`config.mk`:
```
export PLATFORM = sky130hd
export DESIGN_NAME = fts_merge
export DESIGN_NICKNAME = d
export VERILOG_FILES = /design/src/rtl/core/fts_pkg.sv /design/src/rtl/core/fts_merge.sv
export SDC_FILE = /design/constraint.sdc
export NUM_CORES = 1
export LEC_CHECK = 0
export ABC_CLOCK_PERIOD_IN_PS = 6700
export BUFFER_PORTS_ARGS = -buffer_cell sky130_fd_sc_hd__buf_2
export CAP_MARGIN = 15
export CORE_MARGIN = 2
export CORE_UTILIZATION = 54
export DETAILED_ROUTE_END_ITERATION = 8
export GPL_TIMING_DRIVEN = 0
export PLACE_DENSITY = 0.76
export SYNTH_ARGS = -nofsm -noshare
export SYNTH_HDL_FRONTEND = slang
export SYNTH_SLANG_ARGS = --single-unit
```
`constraint.sdc`:
```
create_clock -name i_clk -period 6.7 [get_ports i_clk]
set_input_delay 2.01 -clock i_clk [delete_from_list [all_inputs] [get_ports i_clk]]
set_output_delay 2.01 -clock i_clk [all_outputs]
set_load 0.02 [all_outputs]
```
`src/rtl/core/fts_pkg.sv`:
```
// ----------------------------------------------------------------------------
// fts_pkg: shared definitions for the force/torque CAN wrench decoder
// Widths, CAN identifiers, register indexes, reset scales and the structs
// that pass between the frame front end, the axis lanes and the result queue.
// ----------------------------------------------------------------------------
package fts_pkg;

    localparam int FRACTION_BITS = 8;
    localparam int NUM_AXES      = 6;
    localparam int NUM_WORDS     = 3;
    localparam int ID_W          = 11;
    localparam int LEN_W         = 4;
    localparam int PAYLOAD_W     = 64;
    localparam int RAW_W         = 16;
    localparam int SCALE_W       = 16;
    localparam int OUT_W         = 25;
    // Centered raw word (16 bits signed) times zero-extended scale (17 bits).
    localparam int PROD_W        = RAW_W + SCALE_W + 1;
    localparam int IN_DATA_W     = 80;
    localparam int OUT_DATA_W    = 152;
    localparam int CFG_IDX_W     = 3;
    localparam int CFG_DATA_W    = 16;

    // Largest magnitude of any scaled or tared axis value.
    localparam int OUT_LIMIT     = 16776960;

    localparam int FIFO_DEPTH    = 4;
    localparam int FIFO_PTR_W    = $clog2(FIFO_DEPTH);
    localparam int FIFO_CNT_W    = $clog2(FIFO_DEPTH + 1);

    localparam logic [ID_W-1:0] FORCE_ID  = 11'h3DA;
    localparam logic [ID_W-1:0] TORQUE_ID = 11'h3DB;

    typedef enum logic [CFG_IDX_W-1:0] {
        REG_FORCE_SCALE_X  = 3'd0,
        REG_FORCE_SCALE_Y  = 3'd1,
        REG_FORCE_SCALE_Z  = 3'd2,
        REG_TORQUE_SCALE_X = 3'd3,
        REG_TORQUE_SCALE_Y = 3'd4,
        REG_TORQUE_SCALE_Z = 3'd5
    } t_reg_idx;

    localparam logic [SCALE_W-1:0] RESET_FORCE_SCALE_X  = 16'd1566;
    localparam logic [SCALE_W-1:0] RESET_FORCE_SCALE_Y  = 16'd1776;
    localparam logic [SCALE_W-1:0] RESET_FORCE_SCALE_Z  = 16'd2122;
    localparam logic [SCALE_W-1:0] RESET_TORQUE_SCALE_X = 16'd37;
    localparam logic [SCALE_W-1:0] RESET_TORQUE_SCALE_Y = 16'd37;
    localparam logic [SCALE_W-1:0] RESET_TORQUE_SCALE_Z = 16'd23;

    // Per-lane strobes from the front end.
    typedef struct packed {
        logic launch;   // a wrench enters the lane multiplier stage
        logic capture;  // the wrench leaving the rounding stage takes a new tare
    } t_lane_ctrl;

    // One finished wrench, axis 0 in the low bits.
    typedef struct packed {
        logic                               tare_taken;
        logic [NUM_AXES-1:0][OUT_W-1:0]     axis;
    } t_wrench;

endpackage

```
`src/rtl/core/fts_merge.sv`:
```
// ----------------------------------------------------------------------------
// fts_merge: result queue that gathers the six lane outputs
// Packs one wrench per entry and presents it on the master stream.
// ----------------------------------------------------------------------------
module fts_merge (
    input  logic                               i_clk,
    input  logic                               i_rst_n,
    input  logic                               i_push,
    input  fts_pkg::t_wrench                   i_wrench,
    input  logic                               i_pop_ready,
    output logic                               o_valid,
    output logic [fts_pkg::OUT_DATA_W-1:0]     o_data,
    output logic [fts_pkg::FIFO_CNT_W-1:0]     o_count
);
    import fts_pkg::*;

    localparam int WR_W = $bits(t_wrench);

    t_wrench                 r_mem [FIFO_DEPTH];
    logic [FIFO_PTR_W-1:0]   r_wr_ptr, r_rd_ptr;
    logic [FIFO_CNT_W-1:0]   r_count,  n_count;
    logic                    pop;

    assign o_valid = (r_count != '0);
    assign pop     = o_valid && i_pop_ready;
    assign o_data  = {{(OUT_DATA_W - WR_W){1'b0}}, r_mem[r_rd_ptr]};
    assign o_count = r_count;

    always_comb begin
        n_count = r_count;
        if (i_push && !pop) begin
            n_count = r_count + FIFO_CNT_W'(1);
        end else if (pop && !i_push) begin
            n_count = r_count - FIFO_CNT_W'(1);
        end
    end

    always_ff @(posedge i_clk) begin
        if (i_push) begin
            r_mem[r_wr_ptr] <= i_wrench;
        end
    end

    always_ff @(posedge i_clk) begin
        if (!i_rst_n) begin
            r_wr_ptr <= '0;
            r_rd_ptr <= '0;
            r_count  <= '0;
        end else begin
            if (i_push) begin
                r_wr_ptr <= r_wr_ptr + FIFO_PTR_W'(1);
            end
            if (pop) begin
                r_rd_ptr <= r_rd_ptr + FIFO_PTR_W'(1);
            end
            r_count <= n_count;
        end
    end

`ifndef ASSERT_OFF
    a_no_overflow: assert property (@(posedge i_clk) disable iff (!i_rst_n)
        !(i_push && (r_count == FIFO_CNT_W'(FIFO_DEPTH))))
        else $error("result queue written while full");

    a_ptr_track: assert property (@(posedge i_clk) disable iff (!i_rst_n)
        (FIFO_PTR_W'(r_wr_ptr - r_rd_ptr) == r_count[FIFO_PTR_W-1:0]))
        else $error("queue pointers disagree with fill count");

    a_drop_only_on_pop: assert property (@(posedge i_clk) disable iff (!i_rst_n)
        $fell(o_valid) |-> $past(pop))
        else $error("result vanished without being taken");
`endif

endmodule

```
==> results of run 1 <==
per-layer routing:
metal	vias to the layer above	track usage, %	routed length, um
met5	-	0	46
met4	6	6.08	940
met3	72	6.28	3870
met2	387	31.2	20700
met1	5237	26.2	16600
li1	4392	-	-
worst min path at each step:
stage                             end  slack (ns)  depth (start not counted)
after CTS                 r_wr_ptr[1]        0.56                          2
final                     r_wr_ptr[1]        0.56                          2
after detailed placement  r_wr_ptr[1]        0.56                          2
after global routing      r_wr_ptr[1]        0.59                          2
after floorplan           r_wr_ptr[1]        0.53                          2
after global placement    r_wr_ptr[1]        0.55                          2
where the power goes:
part / leakage (nW) / switching (mW) / internal (mW) / total, mW
combinational: 2.43 / 1.35 / 1.04 / 2.39
clock: 0.917 / 1.33 / 1.89 / 3.22
sequential: 5.62 / 0.0535 / 4.42 / 4.47
through the flow:
stage,cells,cell area [um2],setup WS (ns),power (mW),utilization [%]
final,1802,26600,2.20,10.1,65.4
after global routing,1793,26600,2.11,10.5,65.3
after CTS,1792,26600,2.13,10.2,65.3
after detailed placement,1684,24700,2.67,6.98,60.7
after global placement,1674,24400,-2.21,6.98,60.0
after floorplan,833,22200,0.716,6.23,-
sequential cells by signal, summed over array words and instances, names as in the netlist, named ones only:
name and count:
r_wr_ptr 2, r_rd_ptr 2, r_mem 604, o_count 3
cell usage after synthesis, drive strengths merged (2+ instances only):
library cell  number  area [um2]
buf               29         216
inv                3        11.3
clkbuf             6        22.5
mux4             151        3400
xor2               2        17.5
edfxtp           604       18100
xnor2              3        26.3
nor2b              2        12.5
or3                2        12.5
and2               9        56.3
ha                 5        62.6
mux2i              2        20.0
dfxtp              9         180
layout make-up:
class,instances,area (um2),area share (%)
Sequential cell,613,18300,68.8
Tap cell,532,666,2.50
Clock buffer,77,1590,5.96
Inverter,3,11.3,0.0423
Buffer,35,239,0.897
Multi-Input combinational cell,182,3670,13.8
Timing Repair Buffer,319,1810,6.81
Clock inverter,31,303,1.14
Antenna cell,10,25.0,0.0940
critical path, delay by kind of cell (launching register included):
family / cells / cell delay, ns
DFF: 1 / 0.30
buffers and inverters: 4 / 1.19
muxes: 1 / 0.37
cells by family (layout without fill, tap and decap cells):
| logic type | count (synthesis) | in the layout | synth area share, % |
|---|---|---|---|
| flip-flops | 613 | 613 | 82.4 |
| multiplexers | 153 | 153 | 15.4 |
| buffers and inverters | 38 | 465 | 1.13 |
| AND/OR/NAND/NOR | 13 | 13 | 0.366 |
| adder cells (fa/ha/maj) | 6 | 6 | 0.371 |
| XOR/XNOR | 5 | 5 | 0.197 |
| AO/OA/AOI/OAI | 4 | 4 | 0.129 |
| other | 1 | 11 | 0.0169 |
==> metrics.csv, run 1 <==
stage;metric;value;unit
worst_setup_path;r2r_end;r_mem[0][96];
die;die_h;207;um
cts;clk_latency;0.60;ns
worst_setup_path;start_kind;register;
global_route;antenna_found_initial;9;
die;initial_utilization;54.6;%
die;ios;311;
yosys;synth_area;22200;um2
min_path;hp-start;r_wr_ptr[1];
yosys;syn_area_per_cell;26.7;um2
yosys;netlist_instances;833;
die;die_x;207;um
cts;post_cts_buffers;0;
routing;vias_per_cell;5.60;
sta;hold_ws;0.557;ns
worst_setup_path;ff2ff_setup_slack;4.37;ns
place;gp_congestion;0.712;
power;p_leak;8.97;nW
worst_setup_path;critPathMaxFanout;10;
layout;areaGrowthSynthToFinish;19.8;%
yosys;ys_seq_area_share;82.4;%
yosys;synth_seq_cells;613;
routing;via_count;10100;
cts;cts_tree;built;
global_route;grt_max_degree;56;
layout;n_fill_cell;2637;
cts;clk_path_buf_depth;3;
worst_setup_path;cp.arrival;2.49;ns
worst_setup_path;r2r_cells;5;
layout;nets;1374;
sta;fin_crit_sh;67.1;%
layout;mostFrequentLayoutCell;edfxtp_1;
cts;cts_hold_buffers;0;
routing;route.antenna.remaining_nets;0;
yosys;synth.distinct_cells;21;
routing;drc_errors;0;
cts;clk_pin_slew;0.06;ns
sta;rsz0062_at_grt;false;
worst_setup_path;crit_chain;buf_2 -> buf_2 -> buf_2 -> mux4_2 -> buf_2;
cts;numCtsBuffers;59;
cts;ctsResizeCount;0;
place;dp_hpwl;25600;um
worst_setup_path;reg2reg_from;r_wr_ptr[0];
cts;clkSinkCount;613;
sta;worst_slew_pin_slew;0.806;ns
cts;htreeDepth;2;
sta;finalSetupTns;0;ns
die;fp-row-count;74;
routing;wl;42200;um
min_path;holdCritPathClass;register to register;
place;port_buffers;309;
routing;drt-initial-drc-count;658;
worst_setup_path;end_kind;output pin;
status;status;completed;
yosys;synth-edff-count;604;
global_route;grt_usage;19.6;%
layout;drive_gt1_share;46.0;%
sta;timing.slew.headroom;46.3;%
power;vdd_ir_drop_max;289;uV
power;power_density;378;nW/um2
routing;drt-wirelength-per-cell;23.4;um
worst_setup_path;worstPathRequired;4.69;ns
sta;finalHoldViolCount;0;
die;core;40700;um2
layout;layout_common_cells;604 x edfxtp_1, 326 x buf_2, 151 x mux4_2;
sta;final.min_clock_period;4.50;ns
run;drv_cap;0;
worst_setup_path;slowest_delay;0.40;ns
yosys;yosysWarnings;0;
sta;setup_viol;0;
sta;clock_skew;0.0113;ns
global_route;grt_pass1_vias;10300;
worst_setup_path;slowest_stage;buf_2;
sta;final_max_slew_viol_count;0;
worst_setup_path;cpMostUsedCell;buf_2;
worst_setup_path;crit_end;o_data[122];
global_route;overflow;0;
sta;max_freq;222;MHz
global_route;grt_pass1_wl;61400;um
die;die_area;42800;um2
cts;cts_root_buf;clkbuf_16;
worst_setup_path;worst-setup-path-type;register to output pin;
yosys;synthFlopType;edfxtp_1;
routing;drt_first_pass_iters;5;
yosys;synth_fp_nets;994;
yosys;async_reset_ff_share;0;%
Power figures use the tool's default switching activity.
==> run 2, diff against run 1 <==
Settings changed: ABC_CLOCK_PERIOD_IN_PS 6700 to 3650, CORE_UTILIZATION 54 to 51, PLACE_DENSITY 0.76 to 0.75.
Clock period 6.7 ns to 3.65 ns, I/O delays scaled along.
==> run 2 against run 1 <==
Clock power grew 86%. Non-clock buffer count shrank 1. First-iteration DRC count grew 7.1%. Sequential share of layout area shrank 0.16 points. Via count shrank 0.41%. Clock skew grew 0.0035 ns. Power grew 85%. Highest routed layer unchanged.
==> metrics.csv, run 2 (synthesized netlist as in run 1, its figures left out) <==
stage;metric;value;unit;change
status;status;completed;;
min_path;hold_depth;2;;unchanged
routing;vias_per_cell;5.44;;-2.9%
cts;cts_hold_buffers;0;;unchanged
worst_setup_path;slowest_stage;mux4_2;;
layout;mostFrequentLayoutCell;edfxtp_1;;
cts;numCtsBuffers;58;;-1.7%
cts;clkSinkCount;613;;unchanged
routing;via_count;10100;;-0.41%
routing;drt-wirelength-per-cell;22.8;um;-2.4%
layout;stdcell_count;1849;;+2.6%
place;dp_cells;1736;;+3.1%
cts;clk_pin_slew;0.06;ns;about the same
layout;nets;1372;;-0.15%
die;die_x;213;um;+2.8%
sta;setup_viol;0;;unchanged
power;power;18.6;mW;+85%
worst_setup_path;critPathBufInv;4;;unchanged
place;dp_hpwl;26300;um;+2.8%
routing;drc_errors;0;;unchanged
sta;max_freq;290;MHz;
global_route;grt_pass1_vias;10600;;+2.6%
cts;clk_latency;0.60;ns;about the same
die;die_area;45300;um2;+5.8%
routing;drt-initial-drc-count;705;;+7.1%
die;ios;311;;unchanged
worst_setup_path;worstPathRequired;2.55;ns;-2.14 ns
min_path;holdCritPathClass;register to register;;
routing;wl;42200;um;+0.14%
worst_setup_path;ff2ff_setup_slack;1.42;ns;-2.95 ns
worst_setup_path;start_kind;register;;
sta;rsz0062_at_grt;false;;
global_route;grt_max_degree;60;;+7.1%
cts;post_cts_buffers;0;;unchanged
worst_setup_path;critPathMaxFanout;10;;unchanged
die;fp-row-count;76;;+2.7%
layout;top_register;r_mem;;
die;die_h;213;um;+2.8%
power;power_density;697;nW/um2;+84%
global_route;antenna_found_initial;13;;+4
place;port_buffers;309;;unchanged
run;drv_cap;0;;unchanged
layout;layout_common_cells;604 x edfxtp_1, 325 x buf_2, 151 x mux4_2;;
cts;htreeDepth;2;;unchanged
worst_setup_path;cp_top_family;buffers and inverters;;
worst_setup_path;worst-setup-path-type;register to output pin;;
power;vdd_ir_drop_max;542;uV;+87%
worst_setup_path;r2r_cells;7;;+2
global_route;grt_pass1_wl;62800;um;+2.2%
worst_setup_path;cp.arrival;2.36;ns;-0.13 ns
place;gp_congestion;0.718;;+0.81%
worst_setup_path;worst-path-stages;5;;unchanged
sta;final_max_slew_viol_count;0;;unchanged
global_route;overflow;0;;unchanged
routing;route.antenna.remaining_nets;0;;unchanged
layout;areaGrowthSynthToFinish;20.1;%;
cts;clk_path_buf_depth;3;;unchanged
worst_setup_path;cpMostUsedCell;buf_2;;
power;p_leak;8.97;nW;about the same
global_route;grt_usage;18.8;%;-0.75 points
die;initial_utilization;51.6;%;-3.0 points
cts;cts_tree;built;;
routing;drt_first_pass_iters;5;;unchanged
layout;drive_gt1_share;46.9;%;+0.83 points
sta;worst_slew_pin_slew;0.906;ns;+0.100 ns
die;core;43100;um2;+5.7%
sta;fin_crit_sh;94.5;%;
worst_setup_path;crit_chain;buf_2 -> clkbuf_4 -> buf_2 -> mux4_2 -> buf_2;;
worst_setup_path;slowest_delay;0.36;ns;-0.04 ns
worst_setup_path;end_kind;output pin;;
sta;final.min_clock_period;3.45;ns;
sta;timing.slew.headroom;39.6;%;-6.7 points
sta;clock_skew;0.0148;ns;+0.00351 ns
cts;ctsResizeCount;0;;unchanged
cts;cts_root_buf;clkbuf_16;;
layout;largest_register_ffs;604;;unchanged
sta;hold_ws;0.570;ns;+0.0133 ns
sta;finalHoldViolCount;0;;unchanged
run 2: cell count changes in the layout (fill, tap and decap cells not counted), sizes merged:
cell	before	now
clkbuf	83	75
clkinvlp	1	6
diode	10	5
buf	348	346
bufinv	6	8
clkinv	22	24
run 2: report_power, final:
| part | internal [mW] | switching, mW | leakage [nW] |
|---|---|---|---|
| Combinational | 1.91 | 2.51 | 2.42 |
| Sequential | 8.11 | 0.0930 | 5.62 |
| Clock | 3.52 | 2.47 | 0.929 |
| Total | 13.5 | 5.07 | 8.97 |
run 2: final timing paths:
kind	start	end
hold / removal	r_wr_ptr[1]	r_wr_ptr[1]
setup / recovery	register	o_data[59]
setup reg to reg	o_count[0]	o_count[2]
hold reg to reg	r_wr_ptr[1]	r_wr_ptr[1]
run 2: stage by stage:
step                instance area, um2  worst slack [ns]  setup TNS, ns  util [%]
finish                           26700             0.199              0      62.0
global route                     26700            0.0361              0      62.0
CTS                              26700           0.00127              0      61.9
detailed placement               24800             0.667              0      57.5
global placement                 24500             -1.40        -823.20      56.9
floorplan                        22200             0.259              0         -
run 2: final cells by class:
cell class / instances / area (um2)
clock buffers: 68 / 1510
clock inverters: 40 / 413
repair buffers: 318 / 1790
plain buffers: 35 / 241
diodes: 5 / 12.5
multi-input cells: 182 / 3670
flip-flops and latches: 613 / 18300
well taps: 585 / 732
inverters: 3 / 11.3
fillers: 2924 / 16400
run 2: worst reg2reg max path, delay by kind of cell, from the launching register on:
kind	cells	cell delay, ns
AO/OA/AOI/OAI	2	0.54
XOR/XNOR	1	0.19
adder cells (fa/ha/maj)	2	0.68
buffers and inverters	1	0.08
flip-flops	1	0.38
AND/OR/NAND/NOR	1	0.30
run 2: layer usage:
metal	part of all wire (%)	vias up	routed length, um	global-route usage, %
met3	9.8	81	4160	6.97
met1	38	5219	16100	23.6
li1	-	4387	-	-
met4	2.1	18	902	6.10
met5	0.28	-	120	0
met2	50	348	20900	30.7
