--- config.mk ---
export PLATFORM = sky130hd
export DESIGN_NAME = fts_lane
export DESIGN_NICKNAME = d
export VERILOG_FILES = /design/src/rtl/core/fts_pkg.sv /design/src/rtl/core/fts_lane.sv
export SDC_FILE = /design/constraint.sdc
export NUM_CORES = 1
export LEC_CHECK = 0
export BUFFER_PORTS_ARGS = -buffer_cell sky130_fd_sc_hd__buf_2
export CAP_MARGIN = 25
export CORE_AREA = 2 2 164 166
export DETAILED_ROUTE_END_ITERATION = 16
export DIE_AREA = 0 0 166 168
export GPL_TIMING_DRIVEN = 0
export HOLD_SLACK_MARGIN = 0.03
export PLACE_DENSITY_LB_ADDON = 0.3
export SYNTH_ARGS = -nofsm -noshare
export SYNTH_HDL_FRONTEND = slang
export SYNTH_SLANG_ARGS = --single-unit
--- constraint.sdc ---
create_clock -name i_clk -period 6.4 [get_ports i_clk]
set_clock_uncertainty 0.05 [all_clocks]
set_input_delay 0.32 -clock i_clk [delete_from_list [all_inputs] [get_ports i_clk]]
set_output_delay 0.32 -clock i_clk [all_outputs]
set_load 0.01 [all_outputs]
--- src/rtl/core/fts_pkg.sv ---
// ----------------------------------------------------------------------------
// fts_pkg: shared definitions for the force/torque CAN wrench decoder
// Widths, CAN identifiers, register indexes, reset scales and the structs
// that pass between the frame front end, the axis lanes and the result queue.
// ----------------------------------------------------------------------------
package fts_pkg;

    localparam int FRACTION_BITS = 8;
    localparam int NUM_AXES      = 6;
    localparam int NUM_WORDS     = 3;
    localparam int ID_W          = 11;
    localparam int LEN_W         = 4;
    localparam int PAYLOAD_W     = 64;
    localparam int RAW_W         = 16;
    localparam int SCALE_W       = 16;
    localparam int OUT_W         = 25;
    // Centered raw word (16 bits signed) times zero-extended scale (17 bits).
    localparam int PROD_W        = RAW_W + SCALE_W + 1;
    localparam int IN_DATA_W     = 80;
    localparam int OUT_DATA_W    = 152;
    localparam int CFG_IDX_W     = 3;
    localparam int CFG_DATA_W    = 16;

    // Largest magnitude of any scaled or tared axis value.
    localparam int OUT_LIMIT     = 16776960;

    localparam int FIFO_DEPTH    = 4;
    localparam int FIFO_PTR_W    = $clog2(FIFO_DEPTH);
    localparam int FIFO_CNT_W    = $clog2(FIFO_DEPTH + 1);

    localparam logic [ID_W-1:0] FORCE_ID  = 11'h3DA;
    localparam logic [ID_W-1:0] TORQUE_ID = 11'h3DB;

    typedef enum logic [CFG_IDX_W-1:0] {
        REG_FORCE_SCALE_X  = 3'd0,
        REG_FORCE_SCALE_Y  = 3'd1,
        REG_FORCE_SCALE_Z  = 3'd2,
        REG_TORQUE_SCALE_X = 3'd3,
        REG_TORQUE_SCALE_Y = 3'd4,
        REG_TORQUE_SCALE_Z = 3'd5
    } t_reg_idx;

    localparam logic [SCALE_W-1:0] RESET_FORCE_SCALE_X  = 16'd1566;
    localparam logic [SCALE_W-1:0] RESET_FORCE_SCALE_Y  = 16'd1776;
    localparam logic [SCALE_W-1:0] RESET_FORCE_SCALE_Z  = 16'd2122;
    localparam logic [SCALE_W-1:0] RESET_TORQUE_SCALE_X = 16'd37;
    localparam logic [SCALE_W-1:0] RESET_TORQUE_SCALE_Y = 16'd37;
    localparam logic [SCALE_W-1:0] RESET_TORQUE_SCALE_Z = 16'd23;

    // Per-lane strobes from the front end.
    typedef struct packed {
        logic launch;   // a wrench enters the lane multiplier stage
        logic capture;  // the wrench leaving the rounding stage takes a new tare
    } t_lane_ctrl;

    // One finished wrench, axis 0 in the low bits.
    typedef struct packed {
        logic                               tare_taken;
        logic [NUM_AXES-1:0][OUT_W-1:0]     axis;
    } t_wrench;

endpackage

--- src/rtl/core/fts_lane.sv ---
// ----------------------------------------------------------------------------
// fts_lane: scaling and tare pipeline for one wrench axis
// Multiplies the centered raw word by the full scale, rounds and clamps,
// subtracts the stored tare, clamps again and optionally negates.
// ----------------------------------------------------------------------------
module fts_lane (
    input  logic                           i_clk,
    input  logic                           i_rst_n,
    input  fts_pkg::t_lane_ctrl            i_ctrl,
    input  logic [fts_pkg::RAW_W-1:0]      i_raw,
    input  logic [fts_pkg::SCALE_W-1:0]    i_scale,
    input  logic                           i_negate,
    output logic [fts_pkg::OUT_W-1:0]      o_value
);
    import fts_pkg::*;

    localparam int NUM_W  = PROD_W + FRACTION_BITS + 1;
    localparam int DIFF_W = OUT_W + 1;
    localparam logic signed [NUM_W-1:0]  ROUND_W  = NUM_W'(1 << 14);
    localparam logic signed [NUM_W-1:0]  LIM_N    = NUM_W'(OUT_LIMIT);
    localparam logic signed [DIFF_W-1:0] LIM_D    = DIFF_W'(OUT_LIMIT);

    logic signed [RAW_W-1:0]   centered;
    logic signed [SCALE_W:0]   scale_s;
    logic signed [PROD_W-1:0]  n_prod,   r_prod;
    logic signed [NUM_W-1:0]   num,      shifted;
    logic signed [OUT_W-1:0]   n_scaled, r_scaled;
    logic signed [OUT_W-1:0]   r_tare;
    logic signed [DIFF_W-1:0]  diff;
    logic signed [OUT_W-1:0]   tared;
    logic signed [OUT_W-1:0]   n_value,  r_value;

    // raw - 32768 is the raw word with its top bit flipped.
    assign centered = {~i_raw[RAW_W-1], i_raw[RAW_W-2:0]};
    assign scale_s  = {1'b0, i_scale};
    assign n_prod   = PROD_W'(centered) * PROD_W'(scale_s);

    // Round to nearest, ties toward plus infinity, then clamp.
    always_comb begin
        num     = (NUM_W'(r_prod) <<< FRACTION_BITS) + ROUND_W;
        shifted = num >>> 15;
        if (shifted > LIM_N) begin
            n_scaled = OUT_W'(OUT_LIMIT);
        end else if (shifted < -LIM_N) begin
            n_scaled = -OUT_W'(OUT_LIMIT);
        end else begin
            n_scaled = shifted[OUT_W-1:0];
        end
    end

    always_comb begin
        diff = DIFF_W'(r_scaled) - DIFF_W'(r_tare);
        if (diff > LIM_D) begin
            tared = OUT_W'(OUT_LIMIT);
        end else if (diff < -LIM_D) begin
            tared = -OUT_W'(OUT_LIMIT);
        end else begin
            tared = diff[OUT_W-1:0];
        end
        n_value = i_negate ? -tared : tared;
    end

    always_ff @(posedge i_clk) begin
        if (i_ctrl.launch) begin
            r_prod <= n_prod;
        end
        r_scaled <= n_scaled;
        r_value  <= n_value;
    end

    always_ff @(posedge i_clk) begin
        if (!i_rst_n) begin
            r_tare <= '0;
        end else if (i_ctrl.capture) begin
            r_tare <= r_scaled;
        end
    end

    assign o_value = r_value;

endmodule

==> results of run 1 <==
-- routing by layer --
layer,part of all wire (%),global-route usage (%)
met1,40,34.8
met2,49,47.2
met3,5.8,3.78
met4,4.7,12.9
met5,0.034,0
-- per-stage QoR --
step	cells	cell area [sq um]
finish	2173	16700
detailed placement	2153	16000
global placement	2153	16000
CTS	2166	16500
global route	2172	16700
floorplan	1752	15300
-- worst reg2reg max path: cells and delay by family, from the launching register on --
family / cells / cell delay [ns]
simple gates: 8 / 1.95
compound gates: 7 / 1.68
fa+ha+maj: 3 / 0.81
buf+inv: 3 / 0.49
flops: 1 / 0.34
xor+xnor: 1 / 0.26
-- cells by family (layout without fill, tap and decap cells) --
| kind of cell | after synthesis | after routing | synth area share [%] |
|---|---|---|---|
| buffers and inverters | 354 | 433 | 9.06 |
| other | 0 | 1 | 0 |
| multiplexers | 32 | 32 | 2.11 |
| AND/OR/NAND/NOR | 592 | 592 | 20.1 |
| XOR/XNOR | 75 | 75 | 4.35 |
| AO/OA/AOI/OAI | 257 | 257 | 11.8 |
| flip-flops | 102 | 102 | 15.2 |
| adder cells (fa/ha/maj) | 340 | 340 | 37.4 |
-- registers in the layout, summed over array words and instances (netlist names) --
signal,count
o_value,25
r_prod,27
r_scaled,25
r_tare,25
-- final cells by class --
type	instances	area [sq um]	share of cell area, %
multi-input cells	1296	11700	70.4
flip-flops and latches	102	2310	13.9
inverters	280	1050	6.30
plain buffers	67	454	2.72
well taps	341	427	2.56
repair buffers	70	395	2.37
clock buffers	10	239	1.43
clock inverters	6	57.6	0.345
diodes	1	2.50	0.0150
-- placed cells by master, fill, tap and decap left out, types with 9 or more instances in the layout --
master,n
sky130_fd_sc_hd__xor2_1,32
sky130_fd_sc_hd__mux2i_1,31
sky130_fd_sc_hd__dfxtp_1,75
sky130_fd_sc_hd__o21ai_1,18
sky130_fd_sc_hd__o21a_1,14
sky130_fd_sc_hd__nor3_1,23
sky130_fd_sc_hd__or2_2,12
sky130_fd_sc_hd__a21o_1,15
sky130_fd_sc_hd__and3_1,13
sky130_fd_sc_hd__and4_1,9
sky130_fd_sc_hd__a211oi_1,11
sky130_fd_sc_hd__or3_1,10
sky130_fd_sc_hd__buf_2,65
sky130_fd_sc_hd__o21ai_0,35
sky130_fd_sc_hd__buf_6,12
sky130_fd_sc_hd__nand2_1,184
sky130_fd_sc_hd__and2_1,117
sky130_fd_sc_hd__clkbuf_1,25
sky130_fd_sc_hd__nand2b_1,10
sky130_fd_sc_hd__clkbuf_4,9
sky130_fd_sc_hd__nand4_1,19
sky130_fd_sc_hd__clkbuf_16,10
sky130_fd_sc_hd__a21oi_1,57
sky130_fd_sc_hd__nor2b_1,36
sky130_fd_sc_hd__edfxtp_1,27
sky130_fd_sc_hd__ha_1,141
sky130_fd_sc_hd__nor2_1,78
sky130_fd_sc_hd__inv_1,280
sky130_fd_sc_hd__fa_1,190
sky130_fd_sc_hd__buf_4,16
sky130_fd_sc_hd__nand3_1,38
sky130_fd_sc_hd__xnor2_1,42
-- worst paths after layout --
| check | cells past startpoint | slack, ns | to | start |
|---|---|---|---|---|
| worst max register to register | 22 | 0.71 | o_value[16] | r_scaled[0] |
| worst min-delay path | 2 | 0.26 | r_tare[24] | i_rst_n |
| worst min register to register | 2 | 0.47 | r_tare[21] | r_tare[21] |
| worst max-delay path | 23 | 0.15 | r_prod[29] | i_scale[5] |
-- synth_stat cells (10+ instances only) --
master and n:
sky130_fd_sc_hd__or3_1 10, sky130_fd_sc_hd__inv_1 280, sky130_fd_sc_hd__or2_2 12, sky130_fd_sc_hd__mux2i_1 31, sky130_fd_sc_hd__fa_1 194, sky130_fd_sc_hd__nand2_1 185
sky130_fd_sc_hd__o21ai_0 38, sky130_fd_sc_hd__nand2b_1 10, sky130_fd_sc_hd__a21o_1 15, sky130_fd_sc_hd__xor2_1 32, sky130_fd_sc_hd__nor2b_1 36, sky130_fd_sc_hd__o21a_1 14
sky130_fd_sc_hd__clkbuf_1 55, sky130_fd_sc_hd__a21oi_1 60, sky130_fd_sc_hd__dfxtp_1 75, sky130_fd_sc_hd__ha_1 146, sky130_fd_sc_hd__nand3_1 38, sky130_fd_sc_hd__edfxtp_1 27
sky130_fd_sc_hd__o21ai_1 17, sky130_fd_sc_hd__and2_1 118, sky130_fd_sc_hd__nor2_1 79, sky130_fd_sc_hd__a211oi_1 11, sky130_fd_sc_hd__nand4_1 19, sky130_fd_sc_hd__nor3_1 23
sky130_fd_sc_hd__buf_2 12, sky130_fd_sc_hd__and3_1 14, sky130_fd_sc_hd__xnor2_1 42
-- what timing repair did --
action / CTS / global route
setup endpoints to repair: 11 / 9
pin swaps: 8 / 18
resized for setup: 49 / 64
setup buffers: 4 / 6
==> results.txt, run 1 <==
The cell family contributing the most delay on the critical path is adder cells. Derived from the worst setup path, the maximum achievable clock frequency is 160 MHz. After detailed routing, the average wire length per cell comes to 17.6 um. The logs give 2203 for the count of nets after finishing and 0 for the max-slew violation count. The H-tree was split into 3 levels.

TritonCTS built the clock tree. The number of ports placed on the die boundary is 62, and the total clock sinks is 102. The accumulated negative setup slack is 0 ns. The synthesized design contains 27 enable-type register cells. Data on the critical path arrives at its endpoint at 6.30 ns. Clock tree synthesis selected as its root buffer the cell sky130_fd_sc_hd__clkbuf_16.

The worst setup path is of the in -> reg kind. The post-DP HPWL is 32000 um, and the total of hold buffers inserted after clock tree synthesis is 0. The tools report the overflow left after global routing as 0. The pin count of the biggest net entering global routing is 28.

The standard cell core area is 0.0264 sq mm, and the fraction of synthesized cell area taken by the top area cell type is 25.5%. The number of buffers created by CTS was 9. The fraction of layout cells with a size suffix above 1 was 10.6%. In the post-route analysis, the smallest setup slack over all paths is 0.154 ns. The flow ran to the end, and the final reports show no timing, DRC or antenna violations.

For the synthesized netlist net count, the log shows 2129. The most used flip-flop cell after synthesis was sky130_fd_sc_hd__dfxtp_1. The cell with the largest stage delay on the worst path was sky130_fd_sc_hd__fa_1.

Of all cell types, the one taking the most synthesized area is sky130_fd_sc_hd__fa_1. In this design, the stage delay of the slowest critical-path cell is 0.56 ns. After the first detailed-routing iteration, the DRC count stood at 769.

The path class of the tightest hold or removal check is in -> reg. The signal on the critical path passes through clkbuf_4, and2_4, fa_1, inv_1, fa_1, fa_1, fa_1, inv_1, fa_1, inv_1, fa_1, inv_1, ha_4, and3_4, a221o_1, a221oi_4, o22ai_4, o21ai_4, nand4b_1, a31oi_2, a21o_1, a21o_1, xor2_1. The number of buffers on the longest clock path is 2, and the proportion of synthesized chip area in sequential cells is 15.2%.

For the via count of the first global-routing pass, the log shows 12481. At the placement stage, the worst setup path has a slack of -0.893 ns. Synthesis inferred 102 register bits.

The total routed wirelength was 38200 um. The first global-routing pass estimated 62100 um of wire. The detailed-routing iteration count for the pre-antenna-repair pass was 7; the number of buffers inserted by port buffering was 60.

The synthesized area divided by synthesized cell count works out to 8.71 sq um. Most numerous cell on the critical path: sky130_fd_sc_hd__fa_1. The post-route clock period utilization came out at 97.6%. Counting the fill cells in the layout gives 2193. The count of standard-cell rows was 60; the required time at the worst-slack endpoint was 6.46 ns. In the routed design, unresolved DRC markers number 0. Of all flip-flops after synthesis, the portion carrying an async set or reset was 0%. Of all nets on the critical path, the largest fanout is 7.

The slew of the pin with the lowest slew margin came out at 0.841 ns. The logs give 57.9% for the starting density of the core and 0.36 ns for the clock latency at the later pin of the worst-skew pair. The die area was 0.0279 sq mm; the total buffers and inverters traversed by the critical path was 5. The die height is 168 um, and the worst hold slack after final layout is 0.259 ns.

The initial antenna violation count came out at 1. The kind of start point of the critical path is an input port. The worst setup path is captured at a register. The number of vias per cell was 5.84. The detail route stage leaves a number of antenna-violating nets equal to 0. The worst max-slew margin expressed relative to the limit was 43.6%. Setup violations remaining at the end of the flow were counted as 0.

At the end of the flow the core is filled with cells to 63.3%. The count of maximum capacitance violations is 0, and the width of the die is 166 um. The layout overhead on the synthesized area was 9.30%; the clock-pin transition on the worst setup and hold timing paths was 0.07 ns. For the global placer's final weighted congestion, the log shows 0.944. Ranked by total cell area, the synthesized netlist is headed by sky130_fd_sc_hd__fa_1 25%, sky130_fd_sc_hd__ha_1 12%, sky130_fd_sc_hd__dfxtp_1 9.8%. In this run, distinct cell masters in the synthesized netlist total 89. In the global route stage, overall resource usage came out at 27.6%. The via count of the routed design is 12701, and the gate count of the mapped netlist is 1752. In this run the cell area of the synthesized design comes to 0.0153 sq mm. The count of endpoints failing hold in the final timing report is 0. The final period demand of the worst path came out at 6.25 ns.

The run gives 0 as the Yosys warning count.
Power of run 1 is not shown: default switching activity piles up to over one toggle a cycle in this logic, so the estimate is an artifact.
==> run 2: changes to the inputs <==
- PLACE_DENSITY: not set -> 0.79
- PLACE_DENSITY_LB_ADDON: 0.3 -> not set
==> results.txt, run 2 (synthesis results as in run 1) <==
The logs give 57.9% for the starting density of the core and 0 for the count of endpoints failing hold in the final timing report. For this run, the total global-route usage over all layers was measured as 27.3%. The flip-flop count of the largest register, all copies and words added is 27. The root buffer cell chosen for the clock tree is sky130_fd_sc_hd__clkbuf_16. After floorplanning, the core was sized to cover 0.0264 sq mm. The category of the worst setup path capture point was a register. The detail route stage leaves a number of antenna-violating nets equal to 0.

The detailed-routing iteration count for the pre-antenna-repair pass is 5. The first global-routing pass estimated 61800 um of wire. The via count of the first global-routing pass is 12425, and the total routed wirelength is 37500 um. The run finished with clean final reports. Leaving out fill and tap cells, the most frequent cell in the layout is sky130_fd_sc_hd__inv_1. Summing all multi-input logic gate instances after layout gives 0.0117 sq mm.

For the required time at the worst-slack endpoint, the log shows 6.47 ns. The sequential cell area came out at 0.00231 sq mm. After global routing the overflow that remains totals 0. The clock drives 102 sinks.

From bottom edge to top edge, the die measures 168 um. TritonCTS built the clock tree. Entering global routing, the biggest net connects 28 pins. The post-route clock period utilization is 98.1%, and the cell area after placement is 0.0160 sq mm. The H-tree was split into 3 levels.

Clock-pin slew was measured on the worst setup and hold paths at 0.08 ns. The total of hold buffers inserted after clock tree synthesis was 0. The top cell types in the final layout, fill and taps aside, are 278 x sky130_fd_sc_hd__inv_1, 192 x sky130_fd_sc_hd__fa_1, 185 x sky130_fd_sc_hd__nand2_1. In this run, CTS created clock tree buffers numbering 9.

The max-slew violation count came out at 0. The clock passes through at most 2 buffers. The accumulated negative setup slack was 0 ns; the count of standard-cell rows was 60. The via count of the routed design was 12674; the final-report setup violation count was 0. In the final design database the tool counted 2201 nets.

The number of vias per cell came out at 5.84. The first routing iteration left 1028 violations. Static timing analysis puts the maximum clock frequency at 159 MHz. Layout overhead on the synthesized area: 8.59%. Measured along the x axis, the die boundary spans 166 um. After detailed routing, the average wire length per cell comes to 17.3 um.

Counting flops per register, the top entry is r_prod. In this run the count of I/O pins placed on the die edge is 62. Of all nets on the critical path, the largest fanout is 7. For the total inserted antenna cells, the log shows 0. The count of buffers added on input and output ports is 60. The kind of path behind the tightest hold check was in -> reg. Headroom to the max-slew limit came out at 42.7%. Detailed placement finished with a half-perimeter wire length of 31500 um.

Routability-driven placement finished with a final weighted congestion of 0.965. Of the cells placed in the final design, the portion with a size suffix greater than 1 is 10.4%. For the count of maximum capacitance violations, the log shows 0. At the pin with the least slew margin, the transition time is 0.858 ns.

Classification of the worst setup path: in -> reg. The run gives 2190 as the layout filler cell count. STA classifies the critical path startpoint as an input port. The tools report the initial antenna violation count as 0. The final period demand of the worst path was 6.28 ns; the post-detailed-route DRC marker count was 0. Clock latency on the worst-skew pair, taken at its later pin, is 0.37 ns. The die covers 0.0279 sq mm. For the area of all placed cells without fillers, the log shows 0.0166 sq mm. The data arrival time of the critical path is 6.35 ns.
## run 2: critical path: stages
cell and delay [ns]:
sky130_fd_sc_hd__buf_4 0.15, sky130_fd_sc_hd__buf_8 0.13, sky130_fd_sc_hd__and2_4 0.15, sky130_fd_sc_hd__fa_1 0.53, sky130_fd_sc_hd__inv_1 0.06, sky130_fd_sc_hd__fa_1 0.50
sky130_fd_sc_hd__fa_2 0.58, sky130_fd_sc_hd__inv_2 0.04, sky130_fd_sc_hd__fa_2 0.45, sky130_fd_sc_hd__fa_1 0.54, sky130_fd_sc_hd__inv_1 0.05, sky130_fd_sc_hd__fa_1 0.51
sky130_fd_sc_hd__inv_2 0.05, sky130_fd_sc_hd__ha_4 0.23, sky130_fd_sc_hd__and3_4 0.16, sky130_fd_sc_hd__a221o_1 0.40, sky130_fd_sc_hd__a221oi_2 0.30, sky130_fd_sc_hd__o22ai_2 0.18
sky130_fd_sc_hd__o21ai_2 0.22, sky130_fd_sc_hd__nand4b_1 0.17, sky130_fd_sc_hd__a31oi_2 0.12, sky130_fd_sc_hd__a21o_1 0.20, sky130_fd_sc_hd__a21o_1 0.16, sky130_fd_sc_hd__xor2_1 0.14
## run 2: area by class of cell
type | instances | share of cell area, %
Multi-Input combinational cell | 1296 | 70.4
Sequential cell | 102 | 14.0
Inverter | 280 | 6.34
Tap cell | 341 | 2.57
Buffer | 64 | 2.51
Timing Repair Buffer | 71 | 2.40
Clock buffer | 10 | 1.51
Clock inverter | 6 | 0.302
## run 2: metal layers
| metal | vias to the layer above | global-route usage [%] | wire [um] |
|---|---|---|---|
| li1 | 5874 | - | - |
| met1 | 6215 | 35.3 | 15100 |
| met2 | 482 | 47.0 | 18500 |
| met3 | 103 | 3.57 | 2420 |
| met4 | 0 | 9.91 | 1420 |
| met5 | - | 0 | 0 |
## run 2: final timing paths
check / startpoint / endpoint / slack [ns] / cells after the start
min reg2reg: r_tare[21] / r_tare[21] / 0.47 / 2
max: i_raw[6] / r_prod[29] / 0.12 / 24
min: i_rst_n / r_tare[2] / 0.26 / 2
max reg2reg: r_tare[15] / o_value[18] / 0.68 / 22
## run 2: metrics by stage
stage | setup WS [ns] | cells | hold slack [ns] | utilization (%)
finish | 0.119 | 2170 | 0.258 | 62.9
global route | -0.0603 | 2170 | 0.272 | 62.9
CTS | -0.0153 | 2163 | 0.255 | 62.1
detailed placement | -0.846 | 2153 | 0.454 | 60.7
global placement | -0.792 | 2153 | 0.447 | 60.7
floorplan | -0.00331 | 1752 | 0.382 | -
## run 2: timing repair
item / in CTS / in global routing
pin swaps: 4 / 17
endpoints found under the setup margin: 11 / 9
resized for setup: 32 / 70
setup buffers: 2 / 9
Power of run 2 is left out for the same reason.
==> run 3: changes to the inputs <==
- CORE_AREA: 2 2 164 166 -> 2 2 157 159
- DIE_AREA: 0 0 166 168 -> 0 0 159 161
- PLACE_DENSITY: 0.79 -> 0.82
- clock period: 6.4 -> 7.5 ns (I/O delays scaled with it)
==> results.txt, run 3 (synthesis results as in run 1) <==
The run gives 12862 as the via count of the first global-routing pass. The largest fanout of any net on the critical path was 10. STA puts the critical path data arrival time at 7.26 ns. Clock-pin slew was measured on the worst setup and hold paths at 0.07 ns. The library cell used most frequently in the layout, excluding fill and tap cells, is sky130_fd_sc_hd__inv_1.

Static timing analysis puts the maximum clock frequency at 139 MHz. The post-route clock period utilization is 96.0%. The tools report the layout filler cell count as 1962. The number of buffers inserted by port buffering is 60. The floorplan step set the die width to 159 um. In the final design database the tool counted 2195 nets. The tools report the count of standard-cell rows as 57.

The max-slew violation count was 0. Final hold analysis gives a worst-case slack of 0.318 ns. The register with the most flip-flops is r_prod.

Kind of path behind the tightest hold check: in -> reg. The run gives 0 as the total of hold buffers inserted after clock tree synthesis. In the layout the commonest cells are 280 x sky130_fd_sc_hd__inv_1, 194 x sky130_fd_sc_hd__fa_1, 185 x sky130_fd_sc_hd__nand2_1. In this run the critical register-to-register path is launched from r_scaled[0]. The tools report the clock latency at the later pin of the worst-skew pair as 0.36 ns. The post-route netlist has 7.52% of its cells at a drive strength greater than 1. For the overflow left after global routing, the log shows 0.

Setup repair after global routing left no endpoint under its margin. For this block, the initial DRC count from the detailed router was 1048. The initial antenna violation count was 0. The run finished with clean final reports. The root buffer cell chosen for the clock tree is sky130_fd_sc_hd__clkbuf_16. The first detailed-routing pass ran for 5 iterations. Hold path startpoint: i_rst_n. Routed wirelength normalized by instance count: 17.5 um. The worst hold path passes through 2 cells.

The worst pin sits at a relative slew slack of 44.7%. For this run, the total global-route usage over all layers was measured as 30.6%. The total area inside the core boundary comes to 0.0240 sq mm.

The first global-routing pass estimated 63200 um of wire. The number of antenna diodes in the final layout is 0. The register with the most flip-flops in the layout has 27 of them.

The classification of the worst setup path was in -> reg. Using the TritonRoute via totals, the vias-per-cell ratio works out to 5.91. For the total routed wirelength, the log shows 37500 um. The count of nets left with antenna violations after detail routing came out at 0. The layout overhead on the synthesized area works out to 6.68%. For the worst setup path, the data required time is 7.56 ns. After detailed routing, the number of remaining DRC violations is 0. The count of maximum capacitance violations is 0. TritonCTS built the clock tree. The origin of the worst setup path was i_scale[12]. The final-report setup violation count is 0. The final period demand of the worst path works out to 7.20 ns. For this design the top-level I/O count stands at 62. The count of endpoints failing hold in the final timing report was 0. STA classifies the critical path endpoint as a register. The deepest level of the CTS H-tree is 3, and the slew of the pin with the lowest slew margin is 0.828 ns. Starting density of the core: 63.7%. The routed layout has 12681 vias. Measured in cells, the most critical reg-to-reg path has a length of 22.

In this run the vertical extent of the chip is 161 um. The number of buffers created by CTS was 9; the post-DP HPWL was 31600 um. The die area is 0.0256 sq mm, and the total clock sinks is 102.

The global placer's final weighted congestion is 0.952. The tools report the pin count of the biggest net entering global routing as 28. STA classifies the critical path startpoint as an input port. The number of buffers on the longest clock path is 2.
## run 3: cell types whose count changed in the layout (fill, tap and decap cells not counted), moves of 4 or more
| cell | change |
|---|---|
| sky130_fd_sc_hd__clkbuf_1 | +26 |
| sky130_fd_sc_hd__buf_4 | -15 |
| sky130_fd_sc_hd__buf_6 | -9 |
| sky130_fd_sc_hd__clkbuf_4 | -6 |
| sky130_fd_sc_hd__buf_2 | +4 |
## run 3: path summary, 6_finish.rpt
kind	end	slack [ns]
worst max-delay path	r_prod[29]	0.30
worst min-delay path	r_tare[24]	0.32
worst max register to register	o_value[18]	1.74
worst min register to register	r_tare[4]	0.47
## run 3: worst max-delay path, cell delays in order
cell                       delay (ns)
sky130_fd_sc_hd__buf_2           0.18
sky130_fd_sc_hd__clkbuf_1        0.49
sky130_fd_sc_hd__nand2_1         0.15
sky130_fd_sc_hd__fa_1            0.54
sky130_fd_sc_hd__fa_1            0.44
sky130_fd_sc_hd__fa_1            0.53
sky130_fd_sc_hd__inv_1           0.06
sky130_fd_sc_hd__fa_1            0.46
sky130_fd_sc_hd__fa_1            0.55
sky130_fd_sc_hd__inv_1           0.05
sky130_fd_sc_hd__fa_1            0.53
sky130_fd_sc_hd__inv_1           0.04
sky130_fd_sc_hd__ha_1            0.37
sky130_fd_sc_hd__and3_1          0.24
sky130_fd_sc_hd__a221o_1         0.40
sky130_fd_sc_hd__a221oi_1        0.37
sky130_fd_sc_hd__o22ai_1         0.25
sky130_fd_sc_hd__o21ai_1         0.37
sky130_fd_sc_hd__nand4b_1        0.16
sky130_fd_sc_hd__a31oi_1         0.14
sky130_fd_sc_hd__a21o_1          0.23
sky130_fd_sc_hd__a21o_1          0.19
sky130_fd_sc_hd__xor2_1          0.14
## run 3: what timing repair did
action / 4_1_cts / 5_1_grt
endpoints found under the setup margin: 0 / 3
endpoints found under the hold margin: 0 / 0
setup buffers: 0 / 0
gates resized for setup: 0 / 1
## run 3: final cells by class
type	count	area, sq um	share of cell area (%)
sequential	102	2310	14.2
inverter	280	1050	6.46
clock inverter	5	78.8	0.484
tap	324	405	2.49
multi-input combinational	1296	11600	71.0
clock buffer	11	254	1.56
buffer	69	313	1.92
timing repair buffer	60	300	1.84
## run 3: metal layers
metal,GRT usage [%],wire (um),part of all wire (%),vias up
met5,0,0,0,-
met4,14.4,1770,4.7,0
met3,4.78,2610,6.9,127
met2,52.1,18300,49,531
met1,38.6,14900,40,6165
li1,-,-,-,5858
## run 3: per-stage QoR
step	cell area (sq um)	cells	setup slack, ns	utilization (%)	TNS (ns)
3_5_place_dp	16000	2136	-0.245	66.6	-0.580
5_1_grt	16300	2147	0.00822	67.9	0
4_1_cts	16300	2152	0.110	68.0	0
2_1_floorplan	15300	1752	0.839	-	0
3_3_place_gp	16000	2136	-0.0916	66.6	-0.167
6_report	16300	2147	0.300	67.9	0
Power of run 3 is left out for the same reason.
